===== src/design/pcsk_pkg.sv =====
// ----------------------------------------------------------------------------
// pcsk_pkg
// Codes, types and E0 remap tables for the scan code to key matrix block.
// ----------------------------------------------------------------------------
`timescale 1ns / 1ps
`default_nettype none

package pcsk_pkg;

  // Scan code set selection
  localparam logic [1:0] CS_SET1 = 2'd0;
  localparam logic [1:0] CS_SET2 = 2'd1;
  localparam logic [1:0] CS_SET3 = 2'd2;
  localparam logic [1:0] CS_NONE = 2'd3;

  // Prefix state codes
  localparam logic [3:0] P_IDLE         = 4'd0;
  localparam logic [3:0] P1_E0          = 4'd1;
  localparam logic [3:0] P1_E1          = 4'd2;
  localparam logic [3:0] P1_E1_1D       = 4'd3;
  localparam logic [3:0] P1_E1_9D       = 4'd4;
  localparam logic [3:0] P2_E0          = 4'd5;
  localparam logic [3:0] P2_F0          = 4'd6;
  localparam logic [3:0] P2_E0_F0       = 4'd7;
  localparam logic [3:0] P2_E1          = 4'd8;
  localparam logic [3:0] P2_E1_14       = 4'd9;
  localparam logic [3:0] P2_E1_F0       = 4'd10;
  localparam logic [3:0] P2_E1_F0_14    = 4'd11;
  localparam logic [3:0] P2_E1_F0_14_F0 = 4'd12;
  localparam logic [3:0] P3_F0          = 4'd13;

  // Event kinds on the result channel
  localparam logic [2:0] EV_NONE     = 3'd0;
  localparam logic [2:0] EV_MAKE     = 3'd1;
  localparam logic [2:0] EV_BREAK    = 3'd2;
  localparam logic [2:0] EV_CLEAR    = 3'd3;
  localparam logic [2:0] EV_SELFTEST = 3'd4;
  localparam logic [2:0] EV_BAD      = 3'd5;

  // Fixed cells for special codes
  localparam logic [6:0] CELL_PAUSE1  = 7'h55;
  localparam logic [6:0] CELL_PAUSE2  = 7'h00;
  localparam logic [6:0] CELL_83      = 7'h02;
  localparam logic [6:0] CELL_84_SET2 = 7'h6F;
  localparam logic [6:0] CELL_84_SET3 = 7'h7F;

  // Action chosen by the decoder for one byte
  typedef enum logic [2:0] {
    ACT_NONE,
    ACT_KEY,
    ACT_CLEAR,
    ACT_SELFTEST,
    ACT_BAD
  } act_e;

  typedef struct packed {
    logic [3:0] prefix_nx;
    act_e       act;
    logic [6:0] key_idx;
    logic       make;
  } dec_t;

  // Set 1 E0 remap, input already masked to 7 bits
  function automatic logic [6:0] remap_set1(input logic [6:0] c);
    logic [6:0] r;
    case (c)
      7'h37: r = 7'h54;  7'h46: r = 7'h55;  7'h5B: r = 7'h5A;
      7'h5C: r = 7'h5B;  7'h5D: r = 7'h5C;  7'h20: r = 7'h5D;
      7'h2E: r = 7'h5E;  7'h30: r = 7'h5F;  7'h48: r = 7'h60;
      7'h4B: r = 7'h61;  7'h50: r = 7'h62;  7'h4D: r = 7'h63;
      7'h1C: r = 7'h6F;  7'h52: r = 7'h71;  7'h53: r = 7'h72;
      7'h47: r = 7'h74;  7'h4F: r = 7'h75;  7'h49: r = 7'h77;
      7'h51: r = 7'h78;  7'h1D: r = 7'h7A;  7'h38: r = 7'h7C;
      7'h35: r = 7'h7F;  7'h5E: r = 7'h70;  7'h5F: r = 7'h79;
      7'h63: r = 7'h7B;
      default: r = c;
    endcase
    return r;
  endfunction

  // Set 2 E0 remap, only called with codes below 80h
  function automatic logic [6:0] remap_set2(input logic [6:0] c);
    logic [6:0] r;
    case (c)
      7'h11: r = 7'h0F;  7'h14: r = 7'h17;  7'h1F: r = 7'h19;
      7'h27: r = 7'h1F;  7'h2F: r = 7'h5C;  7'h4A: r = 7'h60;
      7'h5A: r = 7'h62;  7'h69: r = 7'h27;  7'h6B: r = 7'h53;
      7'h6C: r = 7'h2F;  7'h70: r = 7'h39;  7'h71: r = 7'h37;
      7'h72: r = 7'h3F;  7'h74: r = 7'h47;  7'h75: r = 7'h4F;
      7'h7A: r = 7'h56;  7'h7D: r = 7'h5E;  7'h7C: r = 7'h6F;
      7'h7E: r = 7'h00;  7'h21: r = 7'h65;  7'h32: r = 7'h6E;
      7'h23: r = 7'h7F;  7'h10: r = 7'h08;  7'h18: r = 7'h10;
      7'h20: r = 7'h18;  7'h28: r = 7'h20;  7'h30: r = 7'h28;
      7'h38: r = 7'h30;  7'h3A: r = 7'h38;  7'h40: r = 7'h40;
      7'h48: r = 7'h48;  7'h2B: r = 7'h50;  7'h34: r = 7'h08;
      7'h3B: r = 7'h10;  7'h15: r = 7'h18;  7'h4D: r = 7'h20;
      7'h50: r = 7'h28;  7'h5E: r = 7'h50;  7'h3F: r = 7'h57;
      7'h37: r = 7'h5F;  7'h03: r = 7'h18;  7'h04: r = 7'h08;
      7'h0B: r = 7'h20;  7'h0C: r = 7'h10;  7'h0D: r = 7'h19;
      7'h79: r = 7'h6D;
      default: r = c;
    endcase
    return r;
  endfunction

endpackage

`default_nettype wire


===== src/design/pcsk_decode.sv =====
// ----------------------------------------------------------------------------
// pcsk_decode
// Combinational byte decoder: prefix tracking and key cell selection for
// code sets 1, 2 and 3.
// ----------------------------------------------------------------------------
`timescale 1ns / 1ps
`default_nettype none

module pcsk_decode (
  input  wire logic [1:0]     code_set_i,
  input  wire logic [3:0]     prefix_i,
  input  wire logic [7:0]     byte_i,
  output pcsk_pkg::dec_t      dec_o
);

  logic [3:0] st;
  logic       brk;
  logic       low;   // byte below 80h

  assign low = !byte_i[7];

  always_comb begin
    dec_o.prefix_nx = pcsk_pkg::P_IDLE;
    dec_o.act       = pcsk_pkg::ACT_NONE;
    dec_o.key_idx   = '0;
    dec_o.make      = 1'b0;
    st              = pcsk_pkg::P_IDLE;
    brk             = 1'b0;

    case (code_set_i)
      // ---------------------------------------------------------------- set 1
      pcsk_pkg::CS_SET1: begin
        if (prefix_i inside {[pcsk_pkg::P1_E0:pcsk_pkg::P1_E1_9D]}) begin
          st = prefix_i;
        end
        case (st)
          pcsk_pkg::P1_E0: begin
            // fake shifts are dropped
            if (!(byte_i inside {8'h2A, 8'hAA, 8'h36, 8'hB6})) begin
              dec_o.act     = pcsk_pkg::ACT_KEY;
              dec_o.key_idx = pcsk_pkg::remap_set1(byte_i[6:0]);
              dec_o.make    = low;
            end
          end
          pcsk_pkg::P1_E1: begin
            if (byte_i == 8'h1D) begin
              dec_o.prefix_nx = pcsk_pkg::P1_E1_1D;
            end else if (byte_i == 8'h9D) begin
              dec_o.prefix_nx = pcsk_pkg::P1_E1_9D;
            end else begin
              dec_o.act = pcsk_pkg::ACT_BAD;
            end
          end
          pcsk_pkg::P1_E1_1D: begin
            if (byte_i == 8'h45) begin
              dec_o.act     = pcsk_pkg::ACT_KEY;
              dec_o.key_idx = pcsk_pkg::CELL_PAUSE1;
              dec_o.make    = 1'b1;
            end else begin
              dec_o.act = pcsk_pkg::ACT_BAD;
            end
          end
          pcsk_pkg::P1_E1_9D: begin
            if (byte_i inside {8'hC5, 8'h45}) begin
              dec_o.act     = pcsk_pkg::ACT_KEY;
              dec_o.key_idx = pcsk_pkg::CELL_PAUSE1;
            end else begin
              dec_o.act = pcsk_pkg::ACT_BAD;
            end
          end
          default: begin
            if (byte_i == 8'hE0) begin
              dec_o.prefix_nx = pcsk_pkg::P1_E0;
            end else if (byte_i == 8'hE1) begin
              dec_o.prefix_nx = pcsk_pkg::P1_E1;
            end else begin
              dec_o.act     = pcsk_pkg::ACT_KEY;
              dec_o.key_idx = byte_i[6:0];
              dec_o.make    = low;
            end
          end
        endcase
      end

      // ---------------------------------------------------------------- set 2
      pcsk_pkg::CS_SET2: begin
        if (prefix_i inside {[pcsk_pkg::P2_E0:pcsk_pkg::P2_E1_F0_14_F0]}) begin
          st = prefix_i;
        end
        case (st)
          pcsk_pkg::P2_E0, pcsk_pkg::P2_E0_F0: begin
            if (byte_i inside {8'h12, 8'h59}) begin
              // fake shift, nothing to do
            end else if (st == pcsk_pkg::P2_E0 && byte_i == 8'hF0) begin
              dec_o.prefix_nx = pcsk_pkg::P2_E0_F0;
            end else if (low) begin
              dec_o.act     = pcsk_pkg::ACT_KEY;
              dec_o.key_idx = pcsk_pkg::remap_set2(byte_i[6:0]);
              dec_o.make    = (st == pcsk_pkg::P2_E0);
            end else begin
              dec_o.act = pcsk_pkg::ACT_CLEAR;
            end
          end
          pcsk_pkg::P2_F0: begin
            if (byte_i == 8'h83) begin
              dec_o.act     = pcsk_pkg::ACT_KEY;
              dec_o.key_idx = pcsk_pkg::CELL_83;
            end else if (byte_i == 8'h84) begin
              dec_o.act     = pcsk_pkg::ACT_KEY;
              dec_o.key_idx = pcsk_pkg::CELL_84_SET2;
            end else if (low) begin
              dec_o.act     = pcsk_pkg::ACT_KEY;
              dec_o.key_idx = byte_i[6:0];
            end else begin
              dec_o.act = pcsk_pkg::ACT_CLEAR;
            end
          end
          pcsk_pkg::P2_E1: begin
            if (byte_i == 8'h14) begin
              dec_o.prefix_nx = pcsk_pkg::P2_E1_14;
            end else if (byte_i == 8'hF0) begin
              dec_o.prefix_nx = pcsk_pkg::P2_E1_F0;
            end else begin
              dec_o.act = pcsk_pkg::ACT_BAD;
            end
          end
          pcsk_pkg::P2_E1_14: begin
            if (byte_i == 8'h77) begin
              dec_o.act     = pcsk_pkg::ACT_KEY;
              dec_o.key_idx = pcsk_pkg::CELL_PAUSE2;
              dec_o.make    = 1'b1;
            end else begin
              dec_o.act = pcsk_pkg::ACT_BAD;
            end
          end
          pcsk_pkg::P2_E1_F0: begin
            if (byte_i == 8'h14) begin
              dec_o.prefix_nx = pcsk_pkg::P2_E1_F0_14;
            end else begin
              dec_o.act = pcsk_pkg::ACT_BAD;
            end
          end
          pcsk_pkg::P2_E1_F0_14: begin
            if (byte_i == 8'hF0) begin
              dec_o.prefix_nx = pcsk_pkg::P2_E1_F0_14_F0;
            end else begin
              dec_o.act = pcsk_pkg::ACT_BAD;
            end
          end
          pcsk_pkg::P2_E1_F0_14_F0: begin
            if (byte_i == 8'h77) begin
              dec_o.act     = pcsk_pkg::ACT_KEY;
              dec_o.key_idx = pcsk_pkg::CELL_PAUSE2;
            end else begin
              dec_o.act = pcsk_pkg::ACT_BAD;
            end
          end
          default: begin
            if (byte_i == 8'hE0) begin
              dec_o.prefix_nx = pcsk_pkg::P2_E0;
            end else if (byte_i == 8'hF0) begin
              dec_o.prefix_nx = pcsk_pkg::P2_F0;
            end else if (byte_i == 8'hE1) begin
              dec_o.prefix_nx = pcsk_pkg::P2_E1;
            end else if (byte_i == 8'h83) begin
              dec_o.act     = pcsk_pkg::ACT_KEY;
              dec_o.key_idx = pcsk_pkg::CELL_83;
              dec_o.make    = 1'b1;
            end else if (byte_i == 8'h84) begin
              dec_o.act     = pcsk_pkg::ACT_KEY;
              dec_o.key_idx = pcsk_pkg::CELL_84_SET2;
              dec_o.make    = 1'b1;
            end else if (byte_i == 8'h00) begin
              // keyboard overrun
              dec_o.act = pcsk_pkg::ACT_CLEAR;
            end else if (byte_i inside {8'hAA, 8'hFC}) begin
              dec_o.act = pcsk_pkg::ACT_SELFTEST;
            end else if (low) begin
              dec_o.act     = pcsk_pkg::ACT_KEY;
              dec_o.key_idx = byte_i[6:0];
              dec_o.make    = 1'b1;
            end else begin
              dec_o.act = pcsk_pkg::ACT_CLEAR;
            end
          end
        endcase
      end

      // ---------------------------------------------------------------- set 3
      pcsk_pkg::CS_SET3: begin
        brk = (prefix_i == pcsk_pkg::P3_F0);
        if (byte_i inside {8'h00, 8'hFF}) begin
          dec_o.act = pcsk_pkg::ACT_BAD;
        end else if (!brk && byte_i == 8'hF0) begin
          dec_o.prefix_nx = pcsk_pkg::P3_F0;
        end else if (byte_i == 8'h83) begin
          dec_o.act     = pcsk_pkg::ACT_KEY;
          dec_o.key_idx = pcsk_pkg::CELL_83;
          dec_o.make    = !brk;
        end else if (byte_i == 8'h84) begin
          dec_o.act     = pcsk_pkg::ACT_KEY;
          dec_o.key_idx = pcsk_pkg::CELL_84_SET3;
          dec_o.make    = !brk;
        end else if (low) begin
          dec_o.act     = pcsk_pkg::ACT_KEY;
          dec_o.key_idx = byte_i[6:0];
          dec_o.make    = !brk;
        end else begin
          dec_o.act = pcsk_pkg::ACT_BAD;
        end
      end

      // ------------------------------------------------- no set: bytes ignored
      default: begin
        dec_o.prefix_nx = prefix_i;
      end
    endcase
  end

endmodule

`default_nettype wire


===== src/design/pc_scancode_to_key_matrix.sv =====
// ----------------------------------------------------------------------------
// pc_scancode_to_key_matrix
// Keyboard scan byte decoder (code sets 1, 2, 3) that maintains a pressed-key
// matrix and reports one event with the live key count for every byte.
// ----------------------------------------------------------------------------
//  channel   direction  handshake                  payload
//  -------   ---------  -------------------------  ---------------------------
//  in        sink       in_valid_i / in_stall_o    scan_byte_i
//  out       source     out_valid_o / out_stall_i  event_kind_o, key_index_o,
//                                                  changed_o, key_count_o
//  cfg       sink       cfg_wr_en_i                cfg_wr_data_i (code set)
//
//  One byte per cycle sustained while the output is not stalled; the event
//  reaches the outputs through the input register, then decode plus matrix
//  update into the result register.
//  The prefix state, key matrix and key count all advance in the same cycle
//  as the result register loads, so each byte sees the previous byte's state.
//  Reset empties the matrix, zeroes the count and selects code set 2.
//  A stalled result holds; the input register then fills and in_stall_o rises.
// ----------------------------------------------------------------------------
`timescale 1ns / 1ps
`default_nettype none

module pc_scancode_to_key_matrix #(
  parameter int KEY_ROWS = 16
) (
  input  wire logic       clk_i,
  input  wire logic       rst_ni,
  // configuration
  input  wire logic       cfg_wr_en_i,
  input  wire logic [1:0] cfg_wr_data_i,
  // scan byte input
  input  wire logic       in_valid_i,
  output      logic       in_stall_o,
  input  wire logic [7:0] scan_byte_i,
  // event output
  output      logic       out_valid_o,
  input  wire logic       out_stall_i,
  output      logic [2:0] event_kind_o,
  output      logic [6:0] key_index_o,
  output      logic       changed_o,
  output      logic [7:0] key_count_o
);

  localparam int RowW = $clog2(KEY_ROWS);

  logic                     in_valid_q;
  logic [7:0]               byte_q;
  logic [1:0]               code_set_q;
  logic [3:0]               prefix_q;
  logic [KEY_ROWS-1:0][7:0] key_bits_q;
  logic [KEY_ROWS-1:0][7:0] key_bits_d;
  logic [7:0]               held_count_q;
  logic [7:0]               held_count_d;
  logic                     out_valid_q;
  logic [2:0]               kind_q;
  logic [2:0]               kind_d;
  logic [6:0]               index_q;
  logic [6:0]               index_d;
  logic                     chg_q;
  logic                     chg_d;

  logic                     advance;
  logic                     in_xfer;
  pcsk_pkg::dec_t           dec;
  logic [RowW-1:0]          row;
  logic [2:0]               col;
  logic                     cell_on;

  // Handshake: result register frees the input register
  assign advance    = in_valid_q && (!out_valid_q || !out_stall_i);
  assign in_stall_o = in_valid_q && !advance;
  assign in_xfer    = in_valid_i && !in_stall_o;

  // Byte decode
  pcsk_decode u_decode (
    .code_set_i (code_set_q),
    .prefix_i   (prefix_q),
    .byte_i     (byte_q),
    .dec_o      (dec)
  );

  assign row     = dec.key_idx[3 +: RowW];
  assign col     = dec.key_idx[2:0];
  assign cell_on = key_bits_q[row][col];

  // Matrix update and event build
  always_comb begin
    key_bits_d   = key_bits_q;
    held_count_d = held_count_q;
    kind_d       = pcsk_pkg::EV_NONE;
    index_d      = '0;
    chg_d        = 1'b0;
    case (dec.act)
      pcsk_pkg::ACT_KEY: begin
        kind_d  = dec.make ? pcsk_pkg::EV_MAKE : pcsk_pkg::EV_BREAK;
        index_d = dec.key_idx;
        if (dec.make && !cell_on) begin
          key_bits_d[row][col] = 1'b1;
          held_count_d         = held_count_q + 8'd1;
          chg_d                = 1'b1;
        end else if (!dec.make && cell_on) begin
          key_bits_d[row][col] = 1'b0;
          held_count_d         = held_count_q - 8'd1;
          chg_d                = 1'b1;
        end
      end
      pcsk_pkg::ACT_CLEAR: begin
        kind_d       = pcsk_pkg::EV_CLEAR;
        chg_d        = (held_count_q != 8'd0);
        key_bits_d   = '0;
        held_count_d = '0;
      end
      pcsk_pkg::ACT_SELFTEST: kind_d = pcsk_pkg::EV_SELFTEST;
      pcsk_pkg::ACT_BAD:      kind_d = pcsk_pkg::EV_BAD;
      default:                kind_d = pcsk_pkg::EV_NONE;
    endcase
  end

  // Input register
  always_ff @(posedge clk_i or negedge rst_ni) begin
    if (!rst_ni) begin
      in_valid_q <= 1'b0;
    end else if (in_xfer) begin
      in_valid_q <= 1'b1;
    end else if (advance) begin
      in_valid_q <= 1'b0;
    end
  end

  always_ff @(posedge clk_i) begin
    if (in_xfer) begin
      byte_q <= scan_byte_i;
    end
  end

  // Decoder state: code set, prefix, matrix, count
  always_ff @(posedge clk_i or negedge rst_ni) begin
    if (!rst_ni) begin
      code_set_q   <= pcsk_pkg::CS_SET2;
      prefix_q     <= pcsk_pkg::P_IDLE;
      key_bits_q   <= '0;
      held_count_q <= '0;
    end else begin
      if (cfg_wr_en_i) begin
        code_set_q <= cfg_wr_data_i;
        prefix_q   <= pcsk_pkg::P_IDLE;
      end else if (advance) begin
        prefix_q <= dec.prefix_nx;
      end
      if (advance) begin
        key_bits_q   <= key_bits_d;
        held_count_q <= held_count_d;
      end
    end
  end

  // Result register
  always_ff @(posedge clk_i or negedge rst_ni) begin
    if (!rst_ni) begin
      out_valid_q <= 1'b0;
    end else if (advance) begin
      out_valid_q <= 1'b1;
    end else if (!out_stall_i) begin
      out_valid_q <= 1'b0;
    end
  end

  always_ff @(posedge clk_i) begin
    if (advance) begin
      kind_q  <= kind_d;
      index_q <= index_d;
      chg_q   <= chg_d;
    end
  end

  // Count register only moves when a new result loads, so it matches the event
  assign out_valid_o  = out_valid_q;
  assign event_kind_o = kind_q;
  assign key_index_o  = index_q;
  assign changed_o    = chg_q;
  assign key_count_o  = held_count_q;

endmodule

`default_nettype wire


===== config.mk =====
export PLATFORM = sky130hd
export DESIGN_NAME = pc_scancode_to_key_matrix
export DESIGN_NICKNAME = d
export VERILOG_FILES = /design/src/design/pcsk_pkg.sv /design/src/design/pcsk_decode.sv /design/src/design/pc_scancode_to_key_matrix.sv
export SDC_FILE = /design/constraint.sdc
export NUM_CORES = 1
export LEC_CHECK = 0
export BUFFER_PORTS_ARGS = -buffer_cell sky130_fd_sc_hd__buf_2
export CORE_AREA = 2 2 152 183
export DETAILED_ROUTE_END_ITERATION = 12
export DIE_AREA = 0 0 154 185
export PLACE_DENSITY = 0.61
export SLEW_MARGIN = 20
export SYNTH_ARGS = -nofsm -noshare
export SYNTH_HDL_FRONTEND = slang
export SYNTH_SLANG_ARGS = --single-unit

===== constraint.sdc =====
create_clock -name clk_i -period 14.25 [get_ports clk_i]
set_clock_uncertainty 0.15 [all_clocks]
set_input_delay 0.7125 -clock clk_i [delete_from_list [all_inputs] [get_ports clk_i]]
set_output_delay 0.7125 -clock clk_i [all_outputs]
set_load 0.02 [all_outputs]

==> qor.yml, run 1 <==
outcome:
  status: "complete, no violations"
clock_network:
  path_clk_slew_ns: 0.07
  cts_buffers: 17
  htreeDepth: 4
  clock-root-buffer: "clkbuf_16"
  ctsLongestPathBuffers: 2
  post_cts_buffers: 0
  clock-sinks: 163
  cts_tree: "done"
  clk_latency_ns: 0.45
  holdBufCountCts: 0
  postCtsResizedCells: 0
place:
  placed_area_um2: 12100
  place_congestion: 1.07
  io_buffers: 35
  hpwl_mm: 31.7
synthesis:
  synth-async-reset-ratio_pct: 88.3
  synth_nets: 1470
  ys.warnings.count: 0
  synth_cells: 1443
  netlist_area_um2: 11900
  avgSynthCellArea_um2: 8.22
  synth-seq-cells: 163
  yosysSeqAreaShare_pct: 35.2
  ys_types: 102
  ys.flop_type: "dfrtp_1"
  synth-edff-count: 19
worst_setup_path:
  end_kind: "flop"
  worstPathRequired_ns: 14.43
  r2r_cells: 28
  start_kind: "flop"
  slowest_stage: "o31ai_1"
  reg2reg_from: "byte_q[2]"
  crit_type: "flop to flop"
  critPathMaxStageDelay_ns: 0.61
  timing.rr.end: "key_count_o[7]"
  cp-endpoint: "key_count_o[7]"
  crit_fanout: 57
  critPathLaunch: "byte_q[2]"
  crit_arrival_ns: 8.29
  path_common_cell: "a21o_1"
  regToRegSetupSlack_ns: 6.14
floorplan:
  dieWidth_um: 154
  die_y_um: 185
  die-area_um2: 28500
  core_area_um2: 26800
  rows: 66
  io_pins: 36
  start_util_pct: 44.2
final_layout:
  fin_nets: 1432
  final_cell_mix: "o21ai_1 (197), a21oi_1 (158), dfrtp_1 (143)"
  drive_gt1_share_pct: 10.4
  syn2layout_area_growth_pct: 7.21
  layout_commonest_cell: "o21ai_1"
  fin_util_pct: 47.4
  antenna_cells: 0
  final_area_um2: 12700
sta:
  setup_viol: 0
  maxSlewViolCount: 0
  period_share_pct: 56.9
  setup_tns_ns: 0
  rsz0062_at_grt: "no"
  min_period_ns: 8.11
  slew-limit-headroom_pct: 28.3
  tightestPinTransition_ns: 1.07
  max_freq_mhz: 123
  hold_viol: 0
pwr:
  power.density_nw_per_um2: 113
  ir_drop_uv: 94.5
  p_leak_uw: 0.00471
global_routing:
  grt.total_usage_pct: 32.5
  grt-ovfl-total: 0
  grt_pass1_wl_mm: 70.8
  antenna_found_initial: 0
  grt_max_degree: 92
  grt_pass1_vias: 11400
detailed_routing:
  num_vias: 12100
  ant_nets: 0
  first_iter_violations: 1308
  wl_per_cell_um: 26.3
  dr.pass1.iters: 6
  routed_wl_mm: 46.3
  routed_via_density: 6.90
  drc: 0
flow_run:
  cap_violations: 0
hold_path:
  hold_path.class: "primary input to asynchronous set/reset pin"
[worst min path at each step]
stage	from	cells after the start	slack, ns	end
floorplan	rst_ni	0	0.27	code_set_q[1]
global placement	in_valid_q	1	0.31	out_valid_o
detailed placement	in_valid_q	1	0.33	out_valid_o
CTS	rst_ni	1	0.19	prefix_q[2]
global route	rst_ni	1	0.22	prefix_q[3]
finish	rst_ni	1	0.16	prefix_q[1]
[cells in the mapped netlist, types with 10 or more instances]
cell type,instances,share of area [%]
o21ai_1,197,8.3
a21oi_1,159,6.7
dfrtp_1,143,30
nand2_1,102,3.2
o21ai_0,98,4.1
nor2_1,64,2.0
clkbuf_1,47,1.5
buf_2,46,1.9
nand3_1,38,1.6
nor3_1,33,1.4
o211ai_1,30,1.9
nand2b_1,28,1.5
mux2i_1,26,2.2
inv_1,23,0.73
a31oi_1,20,1.1
edfxtp_1,19,4.8
nor2b_1,18,0.95
a211oi_1,15,0.95
nand4_1,14,0.74
and2_1,13,0.69
o31ai_1,13,0.82
or3_1,12,0.63
ha_1,11,1.2
buf_6,10,0.95
nand3b_1,10,0.63
o22ai_1,10,0.53
[sequential cells by signal (all words and copies together) (netlist names)]
signal	flops
byte_q	8
changed_o	1
code_set_q	2
event_kind_o	3
in_valid_q	1
key_bits_q	128
key_count_o	8
key_index_o	7
out_valid_o	1
prefix_q	4
[metal layers]
metal	GRT usage [%]	part of all wire [%]	routed length [um]
met4	18.1	5.9	2740
met1	39.6	38	17400
met2	54.9	48	22400
met5	0	0	0
met3	5.36	7.9	3650
[logic make-up (layout without fill, tap and decap cells)]
family / after synthesis / after routing / share of synthesized area [%]
AO/OA/AOI/OAI: 663 / 663 / 33.9
XOR/XNOR: 11 / 11 / 0.812
adder cells (fa/ha/maj): 12 / 12 / 1.33
buffers and inverters: 142 / 117 / 5.80
flip-flops: 163 / 163 / 35.2
multiplexers: 33 / 33 / 2.95
AND/OR/NAND/NOR: 419 / 419 / 20.0
[where the power goes]
| part | switching, uW | internal (uW) |
|---|---|---|
| sequential | 24.2 | 497 |
| combinational | 300 | 133 |
| clock | 202 | 277 |
| total | 526 | 906 |
[final cells by class]
type	instances	area (um^2)
Sequential cell	163	4180
Multi-Input combinational cell	1138	7040
Timing Repair Buffer	60	369
Tap cell	340	425
Fill cell	2662	14100
Inverter	25	93.8
Clock buffer	17	425
Clock inverter	15	180
[worst max-delay path, delay by kind of cell, from the launching register on]
kind | cells | cell delay, ns
adders and majority gates | 2 | 0.61
AOI/OAI and AO/OA | 15 | 3.45
DFF | 1 | 0.33
xor gates and xnor gates | 1 | 0.16
buffers and inverters | 3 | 1.12
and+or+nand+nor | 7 | 2.11
[per-stage QoR]
stage                     hold slack, ns  total power [uW]  worst slack (ns)  instances
after floorplan                    0.267               825              8.36       1443
after global placement             0.310               950              6.64       1726
after detailed placement           0.331               951              6.51       1726
after CTS                          0.193              1430              6.48       1758
after global routing               0.224              1490              5.84       1758
final                              0.156              1430              6.14       1758
Power figures use the tool's default switching activity.
==> run 2: changes to the inputs <==
--- a/config.mk
+++ b/config.mk
@@ -5,10 +5,11 @@
 export SDC_FILE = /design/constraint.sdc
 export NUM_CORES = 1
 export LEC_CHECK = 0
+export ABC_AREA = 1
 export BUFFER_PORTS_ARGS = -buffer_cell sky130_fd_sc_hd__buf_2
-export CORE_AREA = 2 2 152 183
+export CORE_AREA = 2 2 154 187
 export DETAILED_ROUTE_END_ITERATION = 12
-export DIE_AREA = 0 0 154 185
+export DIE_AREA = 0 0 156 189
 export PLACE_DENSITY = 0.61
 export SLEW_MARGIN = 20
 export SYNTH_ARGS = -nofsm -noshare
==> constraint.sdc (replaced) <==
create_clock -name clk_i -period 7.8 [get_ports clk_i]
set_clock_uncertainty 0.15 [all_clocks]
set_input_delay 0.39 -clock clk_i [delete_from_list [all_inputs] [get_ports clk_i]]
set_output_delay 0.39 -clock clk_i [all_outputs]
set_load 0.02 [all_outputs]
==> run 2 against run 1 <==
Worst setup slack worse by 5.6 ns. Critical path depth is 4 higher. Fmax is 11% higher. Sequential power is 110% higher. Utilization is 0.44 points higher. Non-clock buffer count is 9 higher. Critical endpoint is now key_bits_q[123]. Largest cell class unchanged. Largest power group is now combinational logic. Highest routed layer unchanged.
==> qor.yml, run 2 <==
outcome:
  status: "complete, no violations"
final_layout:
  largest_register_ff_count: 128  # unchanged
  fin_nets: 1932  # +35%
  regMostFlops: "key_bits_q"
  final_cells: 2261  # +29%
  syn2layout_area_growth_pct: 7.27  # about the same
  final_cell_mix: "nand2_1 (588), nand3_1 (207), nor2_1 (182)"
  layout_commonest_cell: "nand2_1"
  antenna_cells: 0  # unchanged
  drive_gt1_share_pct: 8.66  # -1.8 points
synthesis:
  ys.warnings.count: 0  # unchanged
  avgSynthCellArea_um2: 6.40  # -22%
  synthTopCellsByCount: "nand2_1 (589), nand3_1 (207), nor2_1 (182)"
  ys.flop_type: "dfrtp_1"
  netlist_area_um2: 12300  # +3.7%
  synth_nets: 1949  # +33%
  synth_cells: 1922  # +33%
  synth.area.top_cells: "dfrtp_1 (29%), nand2_1 (18%), nand3_1 (8.4%), nor2_1 (5.6%), o21ai_1 (4.9%)"
  synth-seq-cells: 163  # unchanged
  ys_types: 52  # -49%
  synth.most_common_cell: "nand2_1"
  synth-edff-count: 19  # unchanged
  synth-async-reset-ratio_pct: 88.3  # unchanged
  yosysSeqAreaShare_pct: 34.0  # -1.2 points
  yosysTopAreaCell: "dfrtp_1"
  synth_top_area_share_pct: 29.1  # -1.1 points
global_routing:
  grt_pass1_wl_mm: 69.8  # -1.5%
  grt.total_usage_pct: 30.1  # -2.4 points
  antenna_found_initial: 0  # unchanged
  grt_max_degree: 80  # -13%
  grt-ovfl-total: 0  # unchanged
  grt_pass1_vias: 12800  # +12%
worst_setup_path:
  crit_arrival_ns: 7.49  # -0.80 ns
  slowest_stage: "nor2_1"
  regToRegSetupSlack_ns: 0.52  # -5.62 ns
  crit_fanout: 65  # +14%
  end_kind: "flop"
  worstPathRequired_ns: 8.01  # -6.42 ns
  critPathTopFamily: "simple AND/OR/NAND/NOR gates"
  reg2reg_from: "byte_q[4]"
  r2r_cells: 32  # +14%
  timing.rr.end: "key_bits_q[123]"
  path_common_cell: "nand2_1"
  start_kind: "flop"
  cp_num_buf_inv: 3  # unchanged
  crit_type: "flop to flop"
  critPathMaxStageDelay_ns: 0.73  # +0.12 ns
place:
  io_buffers: 35  # unchanged
  hpwl_mm: 29.6  # -6.6%
  place_congestion: 0.987  # -7.7%
  place_ws_ns: 0.734  # -5.78 ns
  dpl.cell_count: 2221  # +29%
sta:
  fin_ws_ns: 0.523  # -5.62 ns
  period_share_pct: 93.3  # +36 points
  setup_tns_ns: 0  # unchanged
  rsz0062_at_grt: "no"
  hold_viol: 0  # unchanged
  min_period_ns: 7.28  # -0.830 ns
  hold_slack_ns: 0.0164  # -0.140 ns
  slew-limit-headroom_pct: 26.3  # -2.0 points
  tightestPinTransition_ns: 1.10  # +0.0248 ns
  maxSlewViolCount: 0  # unchanged
  setup_viol: 0  # unchanged
  max_freq_mhz: 137  # +11%
clock_network:
  ctsLongestPathBuffers: 2  # unchanged
  clock-root-buffer: "clkbuf_16"
  cts_tree: "done"
  holdBufCountCts: 10  # +10
  path_clk_slew_ns: 0.06  # about the same
  clk_latency_ns: 0.45  # about the same
  post_cts_buffers: 0  # unchanged
  postCtsResizedCells: 0  # unchanged
  clock-sinks: 163  # unchanged
  htreeDepth: 4  # unchanged
  cts_buffers: 17  # unchanged
hold_path:
  min_to: "in_valid_q"
  hold_path.class: "primary input to flop"
  worstHoldStart: "in_valid_i"
  worstHoldPathCells: 3
detailed_routing:
  wl_per_cell_um: 19.2  # -27%
  dr.pass1.iters: 6  # unchanged
  first_iter_violations: 1151  # -12%
  routed_via_density: 5.81  # -16%
  drc: 0  # unchanged
  ant_nets: 0  # unchanged
  routed_wl_mm: 43.4  # -6.2%
  num_vias: 13100  # +8.3%
pwr:
  power.density_nw_per_um2: 232  # +110%
  p_total_uw: 3060  # +110%
  ir_drop_uv: 197  # +110%
  p_leak_uw: 0.00588  # +25%
flow_run:
  cap_violations: 0  # unchanged
floorplan:
  start_util_pct: 44.6  # +0.38 points
  die_y_um: 189  # +2.2%
  io_pins: 36  # unchanged
  rows: 67  # +1.5%
  core_area_um2: 27600  # +2.8%
  dieWidth_um: 156  # +1.3%
  die-area_um2: 29500  # +3.5%
run 2: cell types whose count changed after synthesis, sizes merged, moves of 13 or more:
cell	delta
a211oi	-13
a21oi	-51
inv	+137
mux2i	-26
nand2	+490
nand2b	-28
nand3	+172
nor2	+139
nor2b	-18
o211ai	-15
o21ai	-79
run 2: power breakdown:
| group | switching, uW | internal, uW | total, uW |
|---|---|---|---|
| Clock | 362 | 438 | 800 |
| Sequential | 109 | 998 | 1110 |
| Combinational | 828 | 323 | 1150 |
run 2: worst reg2reg max path: cells and delay by family (launching register included):
| family | cells | cell delay, ns |
|---|---|---|
| compound gates | 3 | 0.73 |
| flops | 1 | 0.62 |
| buf+inv | 3 | 0.77 |
| fa+ha+maj | 1 | 0.25 |
| simple gates | 25 | 4.66 |
run 2: how the worst max path moves through the flow:
stage / start / end / slack (ns) / cells past startpoint
floorplan: byte_q[4] / key_count_o[7] / 2.57 / 39
global placement: byte_q[4] / key_bits_q[123] / 0.78 / 32
detailed placement: byte_q[4] / key_bits_q[123] / 0.73 / 32
CTS: byte_q[4] / key_bits_q[123] / 0.71 / 32
global route: byte_q[4] / key_bits_q[91] / 0.01 / 32
finish: byte_q[4] / key_bits_q[123] / 0.52 / 32
run 2: cell type report:
type / count / area (um^2)
sequential: 163 / 4180
multi-input combinational: 1492 / 6940
fill: 2918 / 14400
clock inverter: 7 / 51.3
tap: 345 / 432
clock buffer: 23 / 488
inverter: 162 / 612
timing repair buffer: 69 / 487
run 2: logic make-up (layout without fill, tap and decap cells):
family,after synthesis,in the layout,share of synthesized area (%)
flip-flops,163,163,34.0
XOR/XNOR,6,6,0.428
AO/OA/AOI/OAI,383,383,16.6
buffers and inverters,267,261,9.64
adder cells (fa/ha/maj),12,12,1.28
AND/OR/NAND/NOR,1091,1091,38.1
run 2: stage by stage:
| step | util (%) | cell area [um^2] |
|---|---|---|
| 2_1_floorplan | - | 12300 |
| 3_3_place_gp | 45.5 | 12500 |
| 3_5_place_dp | 45.5 | 12500 |
| 4_1_cts | 47.8 | 13200 |
| 5_1_grt | 47.8 | 13200 |
| 6_report | 47.8 | 13200 |
run 2: layer usage:
layer,global-route usage (%),vias up,wire length (um)
li1,-,6284,-
met1,37.2,6136,17600
met2,50.3,581,20900
met3,4.14,146,2640
met4,17.0,0,2360
met5,0,-,0
